<file path="config.mk">
export PLATFORM = sky130hd
export DESIGN_NAME = stack_allocator_top
export DESIGN_NICKNAME = d
export VERILOG_FILES = /design/src/design/stkalloc_pkg.sv /design/src/design/stack_allocator_top.sv
export SDC_FILE = /design/constraint.sdc
export NUM_CORES = 2
export LEC_CHECK = 0
export BUFFER_PORTS_ARGS = -buffer_cell sky130_fd_sc_hd__buf_4
export CORE_MARGIN = 2
export CORE_UTILIZATION = 25
export DETAILED_ROUTE_END_ITERATION = 10
export PLACE_DENSITY_LB_ADDON = 0.05
export SLEW_MARGIN = 20
export SYNTH_ARGS = -nofsm -noshare
export SYNTH_HDL_FRONTEND = slang
export SYNTH_SLANG_ARGS = --single-unit
</file>
<file path="constraint.sdc">
create_clock -name clk_i -period 15.85 [get_ports clk_i]
set_clock_uncertainty 0.05 [all_clocks]
set_input_delay 1.585 -clock clk_i [delete_from_list [all_inputs] [get_ports clk_i]]
set_output_delay 1.585 -clock clk_i [all_outputs]
set_load 0.005 [all_outputs]
</file>
<file path="src/design/stkalloc_pkg.sv">
// ----------------------------------------------------------------------------
// Stack allocator package
// Shared widths, constants and request codes of the stack allocator.
// ----------------------------------------------------------------------------
package stkalloc_pkg;

  localparam int unsigned HeaderBytes = 1;
  localparam int unsigned StackDepth  = 64;

  localparam int unsigned AddrW  = 32;
  localparam int unsigned SizeW  = 21;
  localparam int unsigned AlignW = 13;
  localparam int unsigned ModeW  = 2;
  localparam int unsigned CntW   = $clog2(StackDepth + 1);
  localparam int unsigned IdxW   = $clog2(StackDepth);
  localparam int unsigned EndW   = SizeW + 2;

  localparam int unsigned InTdataW  = 72;
  localparam int unsigned OutTdataW = 80;

  localparam int unsigned RegRegionReset = 65536;

  typedef enum logic [ModeW-1:0] {
    MODE_ALLOC = 2'd0,
    MODE_FREE  = 2'd1,
    MODE_CLEAR = 2'd2,
    MODE_NOP   = 2'd3
  } mode_e;

  typedef enum logic {
    REG_BASE   = 1'b0,
    REG_REGION = 1'b1
  } reg_e;

endpackage

</file>
<file path="src/design/stack_allocator_top.sv">
// ----------------------------------------------------------------------------
// Stack allocator
// Bump allocator with aligned blocks, header room and LIFO free.
// ----------------------------------------------------------------------------
// Usage:
//   Requests enter on the s_axis channel (tuser carries the mode: allocate,
//   free, clear all, no operation) and each gives exactly one response on
//   the m_axis channel with the block address, granted flag, used and peak
//   byte counts. The user must set base address and region size through the
//   APB port only while no request is in flight; the block does not enforce
//   this. Both read back. Responses are registered, and one request is taken
//   every cycle while the receiver keeps up. The paddings of live blocks sit
//   in a 64-entry memory with the top entry held in a register and the one
//   below it prefetched each cycle, so back-to-back frees do not stall.
//   Reset empties the stack, clears used and peak counts, sets the base to 0
//   and the region to 65536 bytes. No memory clearing pass is run.
//   When the receiver stalls, the response register holds and s_axis_tready_o
//   stays high only while the waiting response is taken in the same cycle.
// ----------------------------------------------------------------------------
module stack_allocator_top (
  input  logic                                clk_i,
  input  logic                                rst_ni,
  input  logic                                s_axis_tvalid_i,
  output logic                                s_axis_tready_o,
  // request_bytes[20:0], align_bytes[33:21], release_address[65:34]
  input  logic [stkalloc_pkg::InTdataW-1:0]   s_axis_tdata_i,
  // mode[1:0]
  input  logic [stkalloc_pkg::ModeW-1:0]      s_axis_tuser_i,
  output logic                                m_axis_tvalid_o,
  input  logic                                m_axis_tready_i,
  // block_address[31:0], used_bytes[52:32], peak_bytes[73:53]
  output logic [stkalloc_pkg::OutTdataW-1:0]  m_axis_tdata_o,
  // granted[0]
  output logic                                m_axis_tuser_o,
  input  logic                                psel_i,
  input  logic                                penable_i,
  input  logic                                pwrite_i,
  input  logic [2:0]                          paddr_i,
  input  logic [31:0]                         pwdata_i,
  output logic [31:0]                         prdata_o,
  output logic                                pready_o
);

  localparam int unsigned AW = stkalloc_pkg::AddrW;
  localparam int unsigned SW = stkalloc_pkg::SizeW;
  localparam int unsigned GW = stkalloc_pkg::AlignW;
  localparam int unsigned CW = stkalloc_pkg::CntW;
  localparam int unsigned IW = stkalloc_pkg::IdxW;
  localparam int unsigned EW = stkalloc_pkg::EndW;

  // configuration
  logic [AW-1:0] base_q;
  logic [SW-1:0] region_q;
  logic          cfg_wr;
  stkalloc_pkg::reg_e cfg_sel;

  // state
  logic [SW-1:0] top_q, top_d;
  logic [SW-1:0] peak_q, peak_d;
  logic [CW-1:0] cnt_q, cnt_d;
  logic [GW-1:0] tos_q, tos_d;
  logic [GW-1:0] below_q;
  logic [GW-1:0] pad_mem [stkalloc_pkg::StackDepth];
  logic [IW-1:0] rd_idx;
  logic [CW-1:0] rd_cnt;
  logic          push;

  // request fields
  stkalloc_pkg::mode_e mode;
  logic [SW-1:0] req_bytes;
  logic [GW-1:0] align_in;
  logic [AW-1:0] rel_addr;
  logic          in_acc;

  // datapath
  logic [GW-1:0] align_p2, align_m, pad_raw, pad, need;
  logic [AW-1:0] cur_addr;
  logic [EW-1:0] end_off;
  logic [AW-1:0] free_off;
  logic          grant;
  logic [AW-1:0] blk_addr;

  // response register
  logic                                 out_vld_q, out_vld_d;
  logic [stkalloc_pkg::OutTdataW-1:0]   out_data_q;
  logic                                 out_grant_q;

  assign mode      = stkalloc_pkg::mode_e'(s_axis_tuser_i);
  assign req_bytes = s_axis_tdata_i[20:0];
  assign align_in  = s_axis_tdata_i[33:21];
  assign rel_addr  = s_axis_tdata_i[65:34];

  assign s_axis_tready_o = ~out_vld_q | m_axis_tready_i;
  assign in_acc          = s_axis_tvalid_i & s_axis_tready_o;

  // APB
  assign pready_o = 1'b1;
  assign cfg_sel  = stkalloc_pkg::reg_e'(paddr_i[2]);
  assign cfg_wr   = psel_i & penable_i & pwrite_i;

  always_comb begin
    unique case (cfg_sel)
      stkalloc_pkg::REG_BASE:   prdata_o = base_q;
      stkalloc_pkg::REG_REGION: prdata_o = {{(32-SW){1'b0}}, region_q};
      default:                  prdata_o = '0;
    endcase
  end

  always_ff @(posedge clk_i or negedge rst_ni) begin
    if (!rst_ni) begin
      base_q   <= '0;
      region_q <= SW'(stkalloc_pkg::RegRegionReset);
    end else if (cfg_wr) begin
      if (cfg_sel == stkalloc_pkg::REG_BASE) begin
        base_q <= pwdata_i;
      end else begin
        region_q <= pwdata_i[SW-1:0];
      end
    end
  end

  // alignment: highest set bit, zero treated as one
  always_comb begin
    align_p2 = GW'(1);
    for (int i = 0; i < GW; i++) begin
      if (align_in[i]) begin
        align_p2 = GW'(1) << i;
      end
    end
  end

  assign align_m  = align_p2 - GW'(1);
  assign cur_addr = base_q + {{(AW-SW){1'b0}}, top_q};
  assign pad_raw  = (align_p2 - (cur_addr[GW-1:0] & align_m)) & align_m;

  // short of header room: add whole alignment steps
  always_comb begin
    need = GW'(stkalloc_pkg::HeaderBytes) - pad_raw;
    if (pad_raw < GW'(stkalloc_pkg::HeaderBytes)) begin
      pad = pad_raw + ((need + align_m) & ~align_m);
    end else begin
      pad = pad_raw;
    end
  end

  assign end_off  = {2'b00, top_q} + {{(EW-GW){1'b0}}, pad} + {2'b00, req_bytes};
  assign free_off = rel_addr - {{(AW-GW){1'b0}}, tos_q} - base_q;
  assign blk_addr = cur_addr + {{(AW-GW){1'b0}}, pad};

  always_comb begin
    top_d  = top_q;
    peak_d = peak_q;
    cnt_d  = cnt_q;
    tos_d  = tos_q;
    grant  = 1'b0;
    push   = 1'b0;
    if (in_acc) begin
      case (mode)
        stkalloc_pkg::MODE_ALLOC: begin
          if (cnt_q < CW'(stkalloc_pkg::StackDepth) && end_off <= {2'b00, region_q}) begin
            grant = 1'b1;
            push  = 1'b1;
            top_d = end_off[SW-1:0];
            cnt_d = cnt_q + CW'(1);
            tos_d = pad;
            if (end_off[SW-1:0] > peak_q) begin
              peak_d = end_off[SW-1:0];
            end
          end
        end
        stkalloc_pkg::MODE_FREE: begin
          if (cnt_q != '0 && free_off <= {{(AW-SW){1'b0}}, top_q}) begin
            grant = 1'b1;
            top_d = free_off[SW-1:0];
            cnt_d = cnt_q - CW'(1);
            tos_d = below_q;
          end
        end
        stkalloc_pkg::MODE_CLEAR: begin
          grant  = 1'b1;
          top_d  = '0;
          peak_d = '0;
          cnt_d  = '0;
        end
        default: begin
          grant = 1'b0;
        end
      endcase
    end
  end

  // prefetch the entry under the next top
  assign rd_cnt = cnt_d - CW'(2);
  assign rd_idx = rd_cnt[IW-1:0];

  always_ff @(posedge clk_i) begin
    if (push) begin
      pad_mem[cnt_q[IW-1:0]] <= pad;
    end
    below_q <= pad_mem[rd_idx];
  end

  always_ff @(posedge clk_i or negedge rst_ni) begin
    if (!rst_ni) begin
      top_q  <= '0;
      peak_q <= '0;
      cnt_q  <= '0;
    end else begin
      top_q  <= top_d;
      peak_q <= peak_d;
      cnt_q  <= cnt_d;
    end
  end

  always_ff @(posedge clk_i) begin
    tos_q <= tos_d;
  end

  // response
  assign out_vld_d = in_acc | (out_vld_q & ~m_axis_tready_i);

  always_ff @(posedge clk_i or negedge rst_ni) begin
    if (!rst_ni) begin
      out_vld_q <= 1'b0;
    end else begin
      out_vld_q <= out_vld_d;
    end
  end

  always_ff @(posedge clk_i) begin
    if (in_acc) begin
      out_data_q  <= {6'b0, peak_d, top_d, (grant && mode == stkalloc_pkg::MODE_ALLOC) ?
                      blk_addr : {AW{1'b0}}};
      out_grant_q <= grant;
    end
  end

  assign m_axis_tvalid_o = out_vld_q;
  assign m_axis_tdata_o  = out_data_q;
  assign m_axis_tuser_o  = out_grant_q;

`ifndef SYNTHESIS
  a_peak_ge_top : assert property (@(posedge clk_i) disable iff (!rst_ni)
    peak_q >= top_q) else $error("peak below top");

  a_cnt_bound : assert property (@(posedge clk_i) disable iff (!rst_ni)
    cnt_q <= CW'(stkalloc_pkg::StackDepth)) else $error("stack count overflow");

  a_push_cnt : assert property (@(posedge clk_i) disable iff (!rst_ni)
    push |=> cnt_q == $past(cnt_q) + CW'(1)) else $error("push count mismatch");

  a_out_hold : assert property (@(posedge clk_i) disable iff (!rst_ni)
    in_acc |=> out_vld_q) else $error("response lost");
`endif

endmodule
</file>
# == Word level (Yosys, flattened, before mapping) ==
# Memories as Yosys holds them, arrays and structs flattened. A register that Yosys moved wholly into a read port is not among the register bits.
# Cells that the tools add are included.
# classes
bitwise_logic,13
n_reduce_logical,9
order_cmp,5
add_sub_neg,14
mux,37
n_eq_ne,4
# ops
operator,n
$mux 13,14
$mux 21,6
$pmux 32 s2,1
$pmux 21 s3,1
$pmux 21 s2,1
$and 13x13->13,3
$add 32x13->32,1
$add 32x21->32,1
$le 32x21->1,1
$sub 32x13->32,1
$sub 32x32->32,1
$add 13x13->13,2
$pmux 13 s2,1
$add 22x21->23,1
$le 23x21->1,1
$add 21x13->22,1
$gt 21x21->1,1
$mux 7,3
$pmux 7 s3,1
$lt 13x1->1 const B,1
$not 13->13,1
$sub 1x13->13 const A,1
$sub 13x1->13 const B,1
$sub 13x13->13,1
other kinds (19),35
# word_totals
wordCells,93
n_memories,1
mem_bits_rw,832
reg_bits,191
out_inout_bits,116
# mem_list
memory,words,word_bits,read_ports,rd_ports_with_merged_regs,write_ports,line_no,rtl
pad_mem,64,13,1,1,1,stack_allocator_top.sv:63,logic [GW-1:0] pad_mem [stkalloc_pkg::StackDepth];

# == Depth between registers and ports, before layout ==
# depth
ltp_word,30
mapped_depth,73
mapped_depth_nobuf,67

# == Worst setup path after synthesis ==
# OpenSTA, ideal clock, no wires.
# synth_timing
path_type,input to register
startpoint,in s_axis_tdata_i[31] in the netlist's numbering
endpoint,reg below_q[10] (read register of pad_mem)
cell_stages,72
n_path_buf,7
setup_slack_ps,-445
required_time_ps,15735
t_arrival_ps,16180
path_cell_list,or3_1 -> clkbuf_1 -> nor2_1 -> nand2_1 -> nor3_1 -> inv_1 -> ha_1 -> nand2b_1 -> inv_1 -> fa_1 -> a221oi_1 -> o21ai_0 -> a21oi_1 -> a21oi_1 -> xnor2_1 -> nor2_1 -> a31oi_1 -> ha_1 -> [36 not listed] -> a21oi_1 -> a221oi_1 -> buf_2 -> buf_2 -> buf_2 -> clkbuf_1 -> ha_1 -> nor4_1 -> o21a_1 -> a311oi_1 -> nand3_1 -> nor2_1 -> clkbuf_1 -> clkbuf_1 -> a22oi_1 -> nand3_1 -> o22ai_1 -> nor2_1
# synth_between
elab_chain_len,20
elab_cells_between_ends,22
cone_classes,add/sub: 8; order compare: 2; mux: 7; bitwise: 4; reduce/logical: 1
# synth_lines
item,line_no,rtl
from (decl),stack_allocator_top.sv:26,"input logic [stkalloc_pkg::InTdataW-1:0] s_axis_tdata_i,"
$mux 13 * (3 in series),stack_allocator_top.sv:126,if (align_in[i]) begin
$sub 13x1->13,stack_allocator_top.sv:132,assign align_m = align_p2 - GW'(1);
$and 13x13->13,stack_allocator_top.sv:134,assign pad_raw = (align_p2 - (cur_addr[GW-1:0] & align_m)) & align_m;
$sub 13x13->13,stack_allocator_top.sv:134,
$and 13x13->13,stack_allocator_top.sv:134,
$sub 1x13->13,stack_allocator_top.sv:138,need = GW'(stkalloc_pkg::HeaderBytes) - pad_raw;
$add 13x13->13,stack_allocator_top.sv:140,pad = pad_raw + ((need + align_m) & ~align_m);
$and 13x13->13,stack_allocator_top.sv:140,
[2 not listed],-,
net pad[12],stack_allocator_top.sv:76,"logic [GW-1:0] align_p2, align_m, pad_raw, pad, need;"
$add 21x13->22 *,stack_allocator_top.sv:146,"assign end_off = {2'b00, top_q} + {{(EW-GW){1'b0}}, pad} + {2'b00, req_bytes};"
$add 22x21->23 *,stack_allocator_top.sv:146,
$le 23x21->1 *,stack_allocator_top.sv:160,"if (cnt_q < CW'(stkalloc_pkg::StackDepth) && end_off <= {2'b00, region_q}) begin"
$logic_and 1x1->1 *,stack_allocator_top.sv:160,
$mux 7 *,stack_allocator_top.sv:160,
$pmux 7 s3 *,stack_allocator_top.sv:158,case (mode)
$mux 7 *,stack_allocator_top.sv:157,if (in_acc) begin
$sub 6x2->6 *,stack_allocator_top.sv:193,assign rd_cnt = cnt_d - CW'(2);
to (decl),stack_allocator_top.sv:62,logic [GW-1:0] below_q;
# The timed path passes the listed nets; every way through them passes the cells marked *.
# A chain may end at the register's enable or synchronous reset.

# == Worst setup path in the final report ==
# layout_timing
startpoint,in s_axis_tdata_i[30] in the netlist's numbering
endpoint,reg below_q[2] (read register of pad_mem)
# layout_between
elab_chain_len,21
elab_cells_between_ends,23
cone_classes,add/sub: 8; order compare: 2; mux: 8; bitwise: 4; reduce/logical: 1
# layout_lines
item,line_no
$mux 13 * (4 in series),stack_allocator_top.sv:126
$sub 13x1->13,stack_allocator_top.sv:132
$and 13x13->13,stack_allocator_top.sv:134
$sub 13x13->13,stack_allocator_top.sv:134
$and 13x13->13,stack_allocator_top.sv:134
$sub 1x13->13,stack_allocator_top.sv:138
$add 13x13->13,stack_allocator_top.sv:140
$and 13x13->13,stack_allocator_top.sv:140
[2 not listed],-
net pad[2],stack_allocator_top.sv:76
$add 21x13->22 *,stack_allocator_top.sv:146
$add 22x21->23 *,stack_allocator_top.sv:146
$le 23x21->1 *,stack_allocator_top.sv:160
$logic_and 1x1->1 *,stack_allocator_top.sv:160
$mux 7 *,stack_allocator_top.sv:160
$pmux 7 s3 *,stack_allocator_top.sv:158
$mux 7 *,stack_allocator_top.sv:157
$sub 6x2->6 *,stack_allocator_top.sv:193
# Marks and branches as above.

==> results.py <==
metrics = {
    "run_status": {
        "status": "finished, final reports clean",
    },
    "clock_tree": {
        "clk_pin_slew_ns": 0.06,
        "numClockSinks": 1036,
        "clock_latency_ns": 0.79,
        "cts_max_path_buffers": 3,
        "htree_levels": 4,
        "cts_tree": "yes",
        "cts-root-buf": "clkbuf_16",
        "cts_hold_buf": 0,
        "numCtsBuffers": 132,
    },
    "timing": {
        "fin_crit_sh_pct": 93.61,
        "slew_violations": 0,
        "final-hold-violation-count": 0,
        "fin_crit_ns": 14.84,
        "finalSetupViolCount": 0,
        "worst_pin_slew_ns": 1.032,
        "rsz0062_at_grt": "false",
        "maxSlewHeadroom_pct": 31.21,
        "setup-tns-final_ns": 0,
        "fmax_mhz": 67.40,
    },
    "worst_setup_path": {
        "crit_type": "in -> reg",
        "crit_fanout": 25,
        "crit_path_start_kind": "primary input",
        "cp-end-kind": "flip-flop",
        "crit_path_max_incr_delay_ns": 0.62,
        "worstPathRequired_ns": 16.46,
        "slowest_stage": "or4_1",
        "worstPathArrival_ns": 15.45,
    },
    "pwr": {
        "ir_drop_mv": 0.1958,
        "pwr-share-clk_pct": 19.6,
        "combPwrFrac_pct": 53.6,
        "p_int_mw": 8.217,
        "powerDensity_nw_per_um2": 238.5,
        "switching_share_pct": 43.96,
        "leakagePower_nw": 23.41,
        "p_seq_share_pct": 26.8,
        "p_sw_mw": 6.445,
    },
    "logic_synthesis": {
        "synth_top_cell_by_area": "edfxtp_1",
        "synth-seq-area-share_pct": 59.63,
        "ys_warn_count": 0,
        "synth_cells": 3910,
        "yosys.area.top_type_share_pct": 54.07,
        "netlist_area_sq_um": 51090,
        "synth_edf_count": 920,
        "ys.flop_type": "edfxtp_1",
        "syn_avg_cell_area_sq_um": 13.07,
        "ys_types": 86,
        "ys_ff_latch": 1036,
        "async_reset_ff_share_pct": 9.942,
        "synthTopCellsByArea": "edfxtp_1 54%, mux2i_1 8.2%, ha_1 5.0%",
    },
    "drt": {
        "post_drt_wl_per_cell_um": 25.31,
        "drt-met1-wl_um": 78000,
        "drc": 0,
        "firstDrtPassIters": 5,
        "first_iter_violations": 1982,
        "viasPerCell": 4.555,
        "top_layer_used": "met5",
        "wirelength_um": 179400,
        "route.met3.wl_um": 6353,
        "vias": 32290,
        "wl_met2_um": 91520,
        "antenna_left": 0,
    },
    "finish": {
        "design_area_sq_um": 61490,
        "layout_common_cells": "920 x edfxtp_1, 421 x mux2i_1, 419 x buf_4, 246 x inv_1, 241 x nand2_1",
        "fin_nets": 4663,
        "area_growth_pct": 20.34,
        "final_common_cell": "edfxtp_1",
        "final_util_pct": 30.33,
        "seq_area_sq_um": 30470,
        "nFillCells": 20570,
        "drive_gt1_share_pct": 19.26,
        "multi_input_area_sq_um": 19070,
    },
    "floorplanning": {
        "die_w_um": 456.1,
        "start_util_pct": 25.20,
        "num_io_pins": 232,
        "dieArea_sq_um": 208000,
        "core.rowCount": 165,
        "die_height_um": 456.1,
        "coreArea_sq_um": 202700,
    },
    "placement": {
        "place.port_buffers": 215,
        "placed_area_sq_um": 57310,
        "dp_hpwl_um": 124400,
        "place.gp.congestion": 0.8338,
    },
    "flow_run": {
        "cap_violations": 0,
    },
    "global_route": {
        "grt_antenna_before_repair": 11,
        "grt_overflow_total": 0,
        "grt_max_degree": 137,
        "globalRouteTotalUtil_pct": 17.04,
        "grt_pass1_wl_um": 253900,
        "grt_pass1_vias": 33130,
    },
    "worst_hold_path": {
        "hp-class": "reg -> reg",
    },
}
critical path, delay by kind of cell:
kind                       cells  cell delay (ns)
xor gates and xnor gates       2             0.38
adders and majority gates      6             2.07
AOI/OAI and AO/OA             25             4.96
and+or+nand+nor               20             4.73
buffers and inverters         11             1.50
muxes                          1             0.11
power groups by stage:
stage	Combinational, mW	Clock (mW)	Sequential [mW]
after floorplan	4.54	0	3.87
after global placement	8.08	0	3.99
after detailed placement	8.05	0	3.99
after CTS	8.09	2.99	3.94
after global routing	8.67	3.09	3.94
final	7.86	2.88	3.93
path summary, 6_finish.rpt:
| kind | from | to | slack, ns | cells past startpoint |
|---|---|---|---|---|
| worst max-delay path | s_axis_tdata_i[30] | below_q[2] | 1.01 | 65 |
| worst min-delay path | peak_q[10] | peak_q[10] | 0.48 | 1 |
| worst max register to register | top_q[0] | below_q[2] | 1.47 | 62 |
| worst min register to register | peak_q[10] | peak_q[10] | 0.48 | 1 |
| max in group asynchronous | rst_ni | base_q[8] | 13.75 | 2 |
| min in group asynchronous | rst_ni | top_q[19] | 0.74 | 1 |
kinds of logic (layout without fill, tap and decap cells):
logic type      Yosys count  in the layout  synth area share (%)
compound gates          709            709                 9.475
xor+xnor                114            114                 1.969
fa+ha+maj               236            236                 6.235
buf+inv                 435            931                 3.387
flops                  1036           1036                 59.63
mux                     598            598                 12.15
other cells               2             14               0.01470
simple gates            780            780                 7.143
layout make-up:
type	count	share of cell area (%)
Sequential cell	1036	49.55
Multi-Input combinational cell	2447	31.01
Clock buffer	184	5.773
Timing Repair Buffer	438	5.720
Tap cell	2672	5.437
Inverter	256	1.567
Clock inverter	53	0.9218
Antenna cell	4	0.01628
timing repair:
action | in CTS | in global routing
resized for setup | 0 | 5
setup buffers | 0 | 1
setup endpoints to repair | 0 | 13
Yosys cell counts (13+ instances only):
cell / n
a21oi_1: 150
dfrtp_1: 102
buf_1: 18
clkbuf_1: 102
nor2b_1: 25
o22ai_1: 41
o211ai_1: 114
edfxtp_1: 920
inv_1: 249
nand2_1: 242
a22o_1: 21
xor2_1: 43
a211oi_1: 16
dfxtp_1: 13
xnor2_1: 70
mux2i_1: 421
ha_1: 205
o21bai_1: 22
o21ai_0: 89
buf_2: 51
o21a_1: 24
nor3_1: 48
a21o_1: 44
fa_1: 31
nand4_1: 29
nand3_1: 88
or3_1: 23
nor2_1: 216
nand2b_1: 19
and2_1: 17
a22oi_1: 73
mux2_2: 175
a31oi_1: 16
routing by layer:
metal	vias to the layer above	global-route usage, %
li1	15500	-
met1	16050	21.33
met2	553	30.39
met3	178	2.862
met4	14	4.053
met5	-	0
per-stage QoR:
stage                     hold WS, ns  cells  total power, mW  setup WS, ns
after floorplan                0.4326   3918            8.413        0.3368
after global placement         0.4717   6847            12.07      -0.04511
after detailed placement       0.4652   6847            12.04       0.04208
after CTS                      0.4869   7084            15.02        0.7842
after global routing           0.5167   7087            15.70       0.07193
final                          0.4847   7090            14.66         1.013
sequential cells by signal (all words and copies together), names as in the netlist:
name	flops
pad_mem	832
region_q	21
base_q	32
peak_q	21
top_q	21
m_axis_tdata_o	74
m_axis_tuser_o	1
m_axis_tvalid_o	1
tos_q	13
cnt_q	7
below_q	13
(Power assumes the default switching activity.)
